## src/rtl/led_fade_pattern_player_core_macros.svh

```systemverilog
// ----------------------------------------------------------------------------
// LED fade pattern player assertion macros
// Shared concurrent assertion forms, clocked on clk_i and off during reset.
// ----------------------------------------------------------------------------
`ifndef LED_FADE_PATTERN_PLAYER_CORE_MACROS_SVH
`define LED_FADE_PATTERN_PLAYER_CORE_MACROS_SVH

// Property that must hold in the same cycle.
`define LFPP_ASSERT(name, prop, msg) \
  name: assert property (@(posedge clk_i) disable iff (!rst_ni) (prop)) \
    else $error(msg);

// Condition in one cycle implies a condition in the next cycle.
`define LFPP_ASSERT_NEXT(name, pre, post, msg) \
  name: assert property (@(posedge clk_i) disable iff (!rst_ni) (pre) |=> (post)) \
    else $error(msg);

`endif

```

## src/rtl/lfpp_pkg.sv

```systemverilog
// ----------------------------------------------------------------------------
// LED fade pattern player package
// Field widths, codes, pattern tables and duty scaling shared by the block.
// ----------------------------------------------------------------------------
package lfpp_pkg;

  localparam int OpcodeW     = 3;
  localparam int HoldFramesW = 5;
  localparam int PctW        = 7;
  localparam int DutyW       = 8;
  localparam int IntervalW   = 16;
  localparam int CfgIndexW   = 2;
  localparam int CfgDataW    = 16;
  localparam int FrameArgW   = 7;

  localparam int MaxFramesDefault = 32;
  localparam int FadeFrames       = 6;
  localparam int FlashFrames      = 10;

  localparam logic [PctW-1:0]      ResetMaxPercent = 7'd100;
  localparam logic [IntervalW-1:0] ResetInterval   = 16'd50;
  localparam logic [PctW-1:0]      PctFull         = 7'd100;

  // floor(p*255/100) equals floor(p*DutyRecip / 2^DutyShift) for p up to 100.
  localparam int                   DutyRecipW = 21;
  localparam logic [DutyRecipW-1:0] DutyRecip = 21'd1336965;
  localparam int                   DutyShift  = 19;
  localparam int                   DutyProdW  = PctW + DutyRecipW;

  // Read-back percent floor(d*100/255) is above 50 exactly when d >= 131,
  // and below 50 exactly when d <= 127.
  localparam logic [DutyW-1:0] OnHighMinDuty = 8'd131;
  localparam logic [DutyW-1:0] OnLowMaxDuty  = 8'd127;

  typedef enum logic [OpcodeW-1:0] {
    OP_TICK     = 3'd0,
    OP_ON       = 3'd1,
    OP_OFF      = 3'd2,
    OP_FLASH    = 3'd3,
    OP_FADE_ON  = 3'd4,
    OP_FADE_OFF = 3'd5
  } opcode_e;

  typedef enum logic [2:0] {
    KIND_ON       = 3'd0,
    KIND_OFF      = 3'd1,
    KIND_FLASH    = 3'd2,
    KIND_FADE_ON  = 3'd3,
    KIND_FADE_OFF = 3'd4
  } kind_e;

  typedef enum logic [CfgIndexW-1:0] {
    CFG_MAX_PERCENT    = 2'd0,
    CFG_ACTIVE_HIGH    = 2'd1,
    CFG_FRAME_INTERVAL = 2'd2
  } cfg_index_e;

  typedef struct packed {
    logic [PctW-1:0]      max_percent;
    logic                 active_high;
    logic [IntervalW-1:0] frame_interval;
  } cfg_t;

  typedef struct packed {
    logic [DutyW-1:0] pwm_duty;
    logic             is_on;
    logic             done_res;
  } result_t;

  function automatic logic [PctW-1:0] flash_pct(logic [FrameArgW-1:0] idx);
    logic [PctW-1:0] pct;
    case (idx)
      7'd1, 7'd8: pct = 7'd25;
      7'd2, 7'd7: pct = 7'd50;
      7'd3, 7'd6: pct = 7'd75;
      7'd4, 7'd5: pct = 7'd100;
      default:    pct = 7'd0;
    endcase
    return pct;
  endfunction

  function automatic logic [PctW-1:0] rise_pct(logic [FrameArgW-1:0] idx);
    logic [PctW-1:0] pct;
    case (idx)
      7'd1:       pct = 7'd25;
      7'd2:       pct = 7'd50;
      7'd3:       pct = 7'd75;
      7'd4, 7'd5: pct = 7'd100;
      default:    pct = 7'd0;
    endcase
    return pct;
  endfunction

  function automatic logic [PctW-1:0] fall_pct(logic [FrameArgW-1:0] idx);
    logic [PctW-1:0] pct;
    case (idx)
      7'd0:    pct = 7'd100;
      7'd1:    pct = 7'd75;
      7'd2:    pct = 7'd50;
      7'd3:    pct = 7'd25;
      default: pct = 7'd0;
    endcase
    return pct;
  endfunction

  function automatic logic [PctW-1:0] frame_percent(kind_e kind,
                                                    logic [FrameArgW-1:0] idx,
                                                    logic [FrameArgW-1:0] hold);
    logic [FrameArgW-1:0] rel;
    logic [PctW-1:0]      pct;
    rel = idx - hold;
    case (kind)
      KIND_ON:       pct = PctFull;
      KIND_FLASH:    pct = flash_pct(idx);
      KIND_FADE_ON:  pct = (idx < hold) ? 7'd0 : rise_pct(rel);
      KIND_FADE_OFF: pct = (idx < hold) ? PctFull : fall_pct(rel);
      default:       pct = 7'd0;
    endcase
    return pct;
  endfunction

  function automatic logic [DutyW-1:0] pct_to_duty(logic [PctW-1:0] pct);
    logic [DutyProdW-1:0] prod;
    prod = DutyProdW'(pct) * DutyProdW'(DutyRecip);
    return prod[DutyShift +: DutyW];
  endfunction

endpackage

```

## src/rtl/lfpp_cfg_regs.sv

```systemverilog
// ----------------------------------------------------------------------------
// LED fade pattern player configuration registers
// Holds clamp, polarity and frame interval, written through a plain port.
// ----------------------------------------------------------------------------
module lfpp_cfg_regs (
  input  logic                            clk_i,
  input  logic                            rst_ni,
  input  logic                            cfg_we_i,
  input  logic [lfpp_pkg::CfgIndexW-1:0]  cfg_index_i,
  input  logic [lfpp_pkg::CfgDataW-1:0]   cfg_data_i,
  output lfpp_pkg::cfg_t                  cfg_o
);
  import lfpp_pkg::*;

  cfg_t cfg_q, cfg_d;

  always_comb begin
    cfg_d = cfg_q;
    if (cfg_we_i) begin
      case (cfg_index_e'(cfg_index_i))
        CFG_MAX_PERCENT:    cfg_d.max_percent    = cfg_data_i[PctW-1:0];
        CFG_ACTIVE_HIGH:    cfg_d.active_high    = cfg_data_i[0];
        CFG_FRAME_INTERVAL: cfg_d.frame_interval = cfg_data_i[IntervalW-1:0];
        default:            cfg_d = cfg_q;
      endcase
    end
  end

  always_ff @(posedge clk_i or negedge rst_ni) begin
    if (!rst_ni) begin
      cfg_q.max_percent    <= ResetMaxPercent;
      cfg_q.active_high    <= 1'b1;
      cfg_q.frame_interval <= ResetInterval;
    end else begin
      cfg_q <= cfg_d;
    end
  end

  assign cfg_o = cfg_q;

endmodule

```

## src/rtl/lfpp_player.sv

```systemverilog
// ----------------------------------------------------------------------------
// LED fade pattern player sequencer
// Pattern state, tick counting and per-request duty and done computation.
// ----------------------------------------------------------------------------
`include "led_fade_pattern_player_core_macros.svh"

module lfpp_player #(
  parameter int MaxFrames = lfpp_pkg::MaxFramesDefault
) (
  input  logic                              clk_i,
  input  logic                              rst_ni,
  input  logic                              step_i,
  input  logic [lfpp_pkg::OpcodeW-1:0]      opcode_i,
  input  logic [lfpp_pkg::HoldFramesW-1:0]  hold_frames_i,
  input  logic                              notify_i,
  input  lfpp_pkg::cfg_t                    cfg_i,
  output lfpp_pkg::result_t                 result_o
);
  import lfpp_pkg::*;

  localparam int FrameW = $clog2(MaxFrames + 1);
  localparam int CmpW   = (FrameW > HoldFramesW) ? FrameW : HoldFramesW;
  localparam logic [CmpW-1:0] HoldLimit = CmpW'(MaxFrames - FadeFrames);

  kind_e                kind_q, kind_d;
  logic [FrameW-1:0]    hold_q, hold_d;
  logic [FrameW-1:0]    index_q, index_d;
  logic [FrameW-1:0]    total_q, total_d;
  logic [IntervalW-1:0] elapsed_q, elapsed_d;
  logic                 notify_q, notify_d;
  logic [DutyW-1:0]     duty_q, duty_d;

  opcode_e              op;
  logic [IntervalW-1:0] elapsed_inc;
  logic                 fire;
  logic [PctW-1:0]      pct_raw, pct_clamp, pct_pol;
  logic [DutyW-1:0]     duty_frame;
  logic [CmpW-1:0]      hold_ext;
  logic [FrameW-1:0]    hold_sat;
  logic                 load, load_fade, done;
  kind_e                load_kind;

  assign op = opcode_e'(opcode_i);

  always_comb begin
    elapsed_inc = (elapsed_q == {IntervalW{1'b1}}) ? elapsed_q : elapsed_q + IntervalW'(1);
    fire        = elapsed_inc > cfg_i.frame_interval;
    pct_raw     = frame_percent(kind_q, FrameArgW'(index_q), FrameArgW'(hold_q));
    pct_clamp   = (pct_raw > cfg_i.max_percent) ? cfg_i.max_percent : pct_raw;
    pct_pol     = cfg_i.active_high ? pct_clamp : PctFull - pct_clamp;
    duty_frame  = pct_to_duty(pct_pol);
    hold_ext    = CmpW'(hold_frames_i);
    hold_sat    = FrameW'((hold_ext > HoldLimit) ? HoldLimit : hold_ext);
  end

  always_comb begin
    kind_d    = kind_q;
    hold_d    = hold_q;
    index_d   = index_q;
    total_d   = total_q;
    elapsed_d = elapsed_q;
    notify_d  = notify_q;
    duty_d    = duty_q;
    done      = 1'b0;
    load      = 1'b0;
    load_fade = 1'b0;
    load_kind = KIND_OFF;

    if (step_i) begin
      case (op)
        OP_TICK: begin
          elapsed_d = elapsed_inc;
          if (fire) begin
            elapsed_d = '0;
            if (index_q < total_q) begin
              duty_d  = duty_frame;
              index_d = index_q + FrameW'(1);
            end else if (notify_q) begin
              notify_d = 1'b0;
              done     = 1'b1;
            end
          end
        end
        OP_ON: begin
          load      = 1'b1;
          load_kind = KIND_ON;
        end
        OP_OFF: begin
          load      = 1'b1;
          load_kind = KIND_OFF;
        end
        OP_FLASH: begin
          load      = 1'b1;
          load_kind = KIND_FLASH;
        end
        OP_FADE_ON: begin
          load      = 1'b1;
          load_fade = 1'b1;
          load_kind = KIND_FADE_ON;
        end
        OP_FADE_OFF: begin
          load      = 1'b1;
          load_fade = 1'b1;
          load_kind = KIND_FADE_OFF;
        end
        default: begin
          load = 1'b0;
        end
      endcase
    end

    // A command restarts its pattern but leaves the tick count running.
    if (load) begin
      kind_d   = load_kind;
      index_d  = '0;
      notify_d = notify_i;
      if (load_fade) begin
        hold_d  = hold_sat;
        total_d = hold_sat + FrameW'(FadeFrames);
      end else begin
        hold_d  = '0;
        total_d = (load_kind == KIND_FLASH) ? FrameW'(FlashFrames) : FrameW'(1);
      end
    end
  end

  always_ff @(posedge clk_i or negedge rst_ni) begin
    if (!rst_ni) begin
      kind_q    <= KIND_OFF;
      hold_q    <= '0;
      index_q   <= '0;
      total_q   <= '0;
      elapsed_q <= '0;
      notify_q  <= 1'b0;
      duty_q    <= '0;
    end else begin
      kind_q    <= kind_d;
      hold_q    <= hold_d;
      index_q   <= index_d;
      total_q   <= total_d;
      elapsed_q <= elapsed_d;
      notify_q  <= notify_d;
      duty_q    <= duty_d;
    end
  end

  always_comb begin
    result_o.pwm_duty = duty_d;
    result_o.is_on    = cfg_i.active_high ? (duty_d >= OnHighMinDuty)
                                          : (duty_d <= OnLowMaxDuty);
    result_o.done_res = done;
  end

  `LFPP_ASSERT(a_index_in_range, index_q <= total_q, "frame index ran past frame total")
  `LFPP_ASSERT(a_done_needs_pending, !done || notify_q, "done pulse without pending notify")
  `LFPP_ASSERT_NEXT(a_load_restarts, step_i && (op != OP_TICK) && (opcode_i <= OP_FADE_OFF), index_q == '0, "command did not restart pattern")

endmodule

```

## src/rtl/lfpp_out_buf.sv

```systemverilog
// ----------------------------------------------------------------------------
// LED fade pattern player output buffer
// Result register plus skid register so the input side keeps moving.
// ----------------------------------------------------------------------------
`include "led_fade_pattern_player_core_macros.svh"

module lfpp_out_buf (
  input  logic               clk_i,
  input  logic               rst_ni,
  input  logic               push_i,
  input  lfpp_pkg::result_t  data_i,
  output logic               full_o,
  output logic               out_valid_o,
  input  logic               out_stall_i,
  output lfpp_pkg::result_t  data_o
);
  import lfpp_pkg::*;

  logic    out_valid_q, out_valid_d;
  logic    skid_valid_q, skid_valid_d;
  result_t out_data_q, out_data_d;
  result_t skid_data_q, skid_data_d;
  logic    out_free;

  assign out_free = !out_valid_q || !out_stall_i;

  always_comb begin
    out_valid_d  = out_valid_q;
    skid_valid_d = skid_valid_q;
    out_data_d   = out_data_q;
    skid_data_d  = skid_data_q;
    if (out_free) begin
      if (skid_valid_q) begin
        // The skid entry is older, so it goes out first.
        out_valid_d  = 1'b1;
        out_data_d   = skid_data_q;
        skid_valid_d = 1'b0;
      end else begin
        out_valid_d = push_i;
        out_data_d  = data_i;
      end
    end else if (push_i) begin
      skid_valid_d = 1'b1;
      skid_data_d  = data_i;
    end
  end

  always_ff @(posedge clk_i or negedge rst_ni) begin
    if (!rst_ni) begin
      out_valid_q  <= 1'b0;
      skid_valid_q <= 1'b0;
    end else begin
      out_valid_q  <= out_valid_d;
      skid_valid_q <= skid_valid_d;
    end
  end

  always_ff @(posedge clk_i) begin
    out_data_q  <= out_data_d;
    skid_data_q <= skid_data_d;
  end

  assign full_o      = skid_valid_q;
  assign out_valid_o = out_valid_q;
  assign data_o      = out_data_q;

  `LFPP_ASSERT(a_skid_behind_out, !skid_valid_q || out_valid_q, "skid holds data while output is empty")
  `LFPP_ASSERT(a_no_push_when_full, !(push_i && skid_valid_q), "request pushed into a full buffer")
  `LFPP_ASSERT_NEXT(a_skid_drains, skid_valid_q && !out_stall_i, out_valid_q && !skid_valid_q, "skid entry did not move to output")

endmodule

```

## src/rtl/led_fade_pattern_player_core.sv

```systemverilog
// ----------------------------------------------------------------------------
// LED fade pattern player core
// Plays brightness patterns on an LED as PWM duty values, one frame per
// interval of millisecond ticks.
// ----------------------------------------------------------------------------
// Usage: each input request carries an opcode (tick or a pattern command),
// a hold count for fades and a notify flag. A request is taken when
// in_valid_i is high and in_stall_o is low; every request gives exactly one
// result (duty, is_on read-back, done pulse) on the output channel.
// A taken request's result is registered in the output buffer. One request
// per cycle is sustained while in_stall_o stays low: the whole step is one
// pass of logic from the pattern state registers into the result register.
// When the receiver stalls, one further result is held in a skid register;
// in_stall_o rises only while that skid register is occupied.
// Reset puts the player in the off pattern with zero duty, an empty output
// side and clamp 100, active-high polarity and a frame interval of 50.
// Configuration is written through cfg_we_i, cfg_index_i and cfg_data_i
// while no request is in flight.
// ----------------------------------------------------------------------------
module led_fade_pattern_player_core #(
  parameter int MaxFrames = lfpp_pkg::MaxFramesDefault
) (
  input  logic                              clk_i,
  input  logic                              rst_ni,
  input  logic                              cfg_we_i,
  input  logic [lfpp_pkg::CfgIndexW-1:0]    cfg_index_i,
  input  logic [lfpp_pkg::CfgDataW-1:0]     cfg_data_i,
  input  logic                              in_valid_i,
  output logic                              in_stall_o,
  input  logic [lfpp_pkg::OpcodeW-1:0]      opcode_i,
  input  logic [lfpp_pkg::HoldFramesW-1:0]  hold_frames_i,
  input  logic                              notify_i,
  output logic                              out_valid_o,
  input  logic                              out_stall_i,
  output logic [lfpp_pkg::DutyW-1:0]        pwm_duty_o,
  output logic                              is_on_o,
  output logic                              done_res_o
);
  import lfpp_pkg::*;

  cfg_t    cfg;
  result_t step_result;
  result_t out_result;
  logic    buf_full;
  logic    accept;

  assign accept     = in_valid_i && !buf_full;
  assign in_stall_o = buf_full;

  lfpp_cfg_regs u_cfg_regs (
    .clk_i       (clk_i),
    .rst_ni      (rst_ni),
    .cfg_we_i    (cfg_we_i),
    .cfg_index_i (cfg_index_i),
    .cfg_data_i  (cfg_data_i),
    .cfg_o       (cfg)
  );

  lfpp_player #(
    .MaxFrames (MaxFrames)
  ) u_player (
    .clk_i         (clk_i),
    .rst_ni        (rst_ni),
    .step_i        (accept),
    .opcode_i      (opcode_i),
    .hold_frames_i (hold_frames_i),
    .notify_i      (notify_i),
    .cfg_i         (cfg),
    .result_o      (step_result)
  );

  lfpp_out_buf u_out_buf (
    .clk_i       (clk_i),
    .rst_ni      (rst_ni),
    .push_i      (accept),
    .data_i      (step_result),
    .full_o      (buf_full),
    .out_valid_o (out_valid_o),
    .out_stall_i (out_stall_i),
    .data_o      (out_result)
  );

  assign pwm_duty_o = out_result.pwm_duty;
  assign is_on_o    = out_result.is_on;
  assign done_res_o = out_result.done_res;

endmodule
```

## config.mk

```make
export PLATFORM = sky130hd
export DESIGN_NAME = led_fade_pattern_player_core
export DESIGN_NICKNAME = d
export VERILOG_FILES = /design/src/rtl/lfpp_pkg.sv /design/src/rtl/lfpp_cfg_regs.sv /design/src/rtl/lfpp_player.sv /design/src/rtl/lfpp_out_buf.sv /design/src/rtl/led_fade_pattern_player_core.sv
export VERILOG_INCLUDE_DIRS = /design/src /design/src/rtl
export SDC_FILE = /design/constraint.sdc
export NUM_CORES = 1
export LEC_CHECK = 0
export ABC_AREA = 1
export BUFFER_PORTS_ARGS = -buffer_cell sky130_fd_sc_hd__buf_2
export CAP_MARGIN = 20
export CORE_MARGIN = 5
export CORE_UTILIZATION = 62
export CTS_BUF_LIST = sky130_fd_sc_hd__clkbuf_8
export DETAILED_ROUTE_END_ITERATION = 16
export HOLD_SLACK_MARGIN = 0.03
export PLACE_DENSITY = 0.83
export SLEW_MARGIN = 20
export SYNTH_ARGS = -nofsm -noshare
export SYNTH_HDL_FRONTEND = slang
export SYNTH_SLANG_ARGS = --single-unit
```

## constraint.sdc

```tcl
create_clock -name clk_i -period 23.8 [get_ports clk_i]
set_input_delay 0 -clock clk_i [delete_from_list [all_inputs] [get_ports clk_i]]
set_output_delay 0 -clock clk_i [all_outputs]
set_load 0.01 [all_outputs]
```

==> metrics.cfg <==
[outcome]
outcome=finished clean

[critical_path]
critPathKind=flip-flop to flip-flop
cp.arrival_ns=8.97
cpPeakStageDelay_ns=0.51
cp_num_buf_inv=10
crit_top_cell=nand2_1
cp.required_ns=23.95
worst_path_max_delay_cell=fa_1
cp-start-kind=flip-flop
rrSetupSlack_ns=14.98
critical-path-top-delay-family=adder cells
crit_path_end_kind=flip-flop
crit_fanout=9

[place]
pre_cts_slack_ns=15.05
gp_congestion=0.934
dp_hpwl_mm=13.8
post-place-cells=1173
io_buffers=43

[layout]
area_growth_pct=11.9
fill_cells=1000
drive_gt1_share_pct=10.8
mostFrequentLayoutCells=nand2_1 (195), inv_1 (175), ha_1 (96), nor2_1 (89), o21ai_0 (67)
antenna_cells=0
nets=1210
final_cells=1220
final_common_cell=nand2_1

[die]
core_um2=12000
die_height_um=121
fp-row-count=40
boundaryPins=44
fp.dieArea_um2=14500
start_util_pct=63.1
die_w_um=121

[synth]
syn_inst=990
yosysSeqAreaShare_pct=31.5
ys_types=54
synth_flop_cell=dfrtp_1
synthArstFlopShare_pct=78.0
ys_seq_elements=91
synth-edff-count=20
yosys_warnings=0
synth_area_um2=7580
synth_area_per_cell_um2=7.65
synth_nets=1132

[drt]
drtPass1Iterations=5
post_drt_wl_per_cell_um=15.0
drtAntennaViolNets=0
via_count=6749
drcViolationCount=0
vias_per_cell=5.53
drt-total-wl_mm=18.3
drt-initial-drc-count=462

[sta]
setup_ws_ns=14.98
fin_crit_ns=8.82
finClkSkew_ns=0.0183
fmax_ghz=0.113
timing.hold.ws_ns=0.184
hold_violations=0
relSlewSlack_pct=39.4
maxSlewViolCount=0
rsz0062_at_grt=no
final.setup.tns_ns=0
finalCritPeriodShare_pct=37.1
setup_viol=0
tightest_slew_ns=0.909

[clocking]
htreeDepth=3
cts_tree=yes
clkLatencyLatePin_ns=0.38
clockBufferDepth=2
cts_buffers=9
cts_root_buf=clkbuf_8
clkTransAtPathRegs_ns=0.10
cts_setup_buffers=0
cts_sinks=91

[grt]
grt_usage_pct=26.6
grt_max_degree=72
antenna_found_initial=0
grt_pass1_vias=6777
grt_overflow=0
grt_pass1_wl_mm=31.5

[hold_path]
holdCritPathClass=input port to flip-flop

[flow_run]
maxCapViolations=0

[logic make-up (layout without fill, tap and decap cells)]
logic type | count (synthesis) | after routing | share of synthesized area [%]
xor gates and xnor gates | 17 | 17 | 1.97
adders and majority gates | 110 | 110 | 19.6
AOI/OAI and AO/OA | 162 | 162 | 12.2
DFF | 91 | 91 | 31.5
and+or+nand+nor | 420 | 420 | 25.1
muxes | 1 | 1 | 0.297
buffers and inverters | 189 | 272 | 9.38
[repair_timing]
item	CTS	global route
resized for setup	0	0
endpoints found under the hold margin	102	0
hold buffers	31	0
[per-stage QoR]
step	instance area, µm²	utilization (%)
after detailed placement	7960	66.3
final	8480	70.6
after floorplan	7580	-
after CTS	8470	70.6
after global routing	8480	70.6
after global placement	7960	66.3
[path summary, 6_finish.rpt]
check | depth (start not counted) | start | endpoint
setup / recovery | 50 | u_player.index_q[0]$_DFFE_PN0P_ | u_out_buf.data_o[1]$_DFFE_PN_
hold / removal | 3 | out_stall_i | u_out_buf.out_valid_o$_DFFE_PN0N_
setup reg to reg | 50 | u_player.index_q[0]$_DFFE_PN0P_ | u_out_buf.data_o[1]$_DFFE_PN_
hold reg to reg | 2 | u_cfg_regs.cfg_o[2]$_DFFE_PN0P_ | u_cfg_regs.cfg_o[2]$_DFFE_PN0P_
max in group asynchronous | 3 | rst_ni | u_cfg_regs.cfg_o[6]$_DFFE_PN0P_
min in group asynchronous | 3 | rst_ni | u_out_buf.full_o$_DFFE_PN0P_
[cells in the mapped netlist (3+ instances only)]
| master | n | area [µm²] |
|---|---|---|
| nor2_1 | 89 | 334 |
| clkbuf_1 | 10 | 37.5 |
| nand3_2 | 6 | 60.1 |
| xnor2_1 | 3 | 26.3 |
| nand2_1 | 195 | 732 |
| nor3_1 | 18 | 90.1 |
| nand2_4 | 5 | 56.3 |
| nand2_2 | 9 | 56.3 |
| o22ai_1 | 9 | 56.3 |
| xor2_1 | 14 | 123 |
| fa_1 | 14 | 280 |
| o21ai_0 | 67 | 335 |
| inv_1 | 175 | 657 |
| a21oi_1 | 56 | 280 |
| nand3_1 | 61 | 305 |
| ha_1 | 96 | 1200 |
| dfrtp_1 | 63 | 1580 |
| dfstp_2 | 8 | 210 |
| nor4_1 | 5 | 31.3 |
| or2_2 | 8 | 50.1 |
| nand4_1 | 14 | 87.6 |
| a211oi_1 | 3 | 22.5 |
| edfxtp_1 | 20 | 601 |
| a31oi_1 | 6 | 37.5 |
[registers in the layout (all words and copies together), names as in the netlist, 3 cells and up]
| name | flops |
|---|---|
| u_player.hold_q | 5 |
| u_cfg_regs.cfg_o | 24 |
| u_player.index_q | 6 |
| u_player.duty_q | 8 |
| u_out_buf.data_o | 10 |
| u_player.total_q | 6 |
| u_out_buf.skid_data_q | 10 |
| u_player.kind_q | 3 |
| u_player.elapsed_q | 16 |
[routing by layer]
layer	global-route usage [%]	routed length [µm]	share of wire, %	vias to the layer above
li1	-	-	-	3411
met1	33.4	7900	43	3138
met2	47.2	9060	50	165
met3	3.88	821	4.5	35
met4	8.78	512	2.8	0
met5	0	0	0	-
[worst register-to-register path, delay by kind of cell, from the launching register on]
| kind | cells | cell delay, ns |
|---|---|---|
| XOR/XNOR | 2 | 0.38 |
| AO/OA/AOI/OAI | 8 | 1.55 |
| flip-flops | 1 | 0.39 |
| adder cells (fa/ha/maj) | 9 | 3.22 |
| buffers and inverters | 10 | 1.10 |
| AND/OR/NAND/NOR | 21 | 1.98 |
[layout make-up]
cell class / count / area [µm²] / share of cell area (%)
sequential: 91 / 2390 / 28.2
clock inverter: 7 / 76.3 / 0.900
tap: 147 / 184 / 2.17
multi-input combinational: 710 / 4480 / 52.9
inverter: 178 / 668 / 7.88
timing repair buffer: 78 / 556 / 6.55
clock buffer: 9 / 124 / 1.46
Power is left out: the tool's default activity adds up to more than one toggle a clock period on the data nets, which glitch-free logic cannot reach.
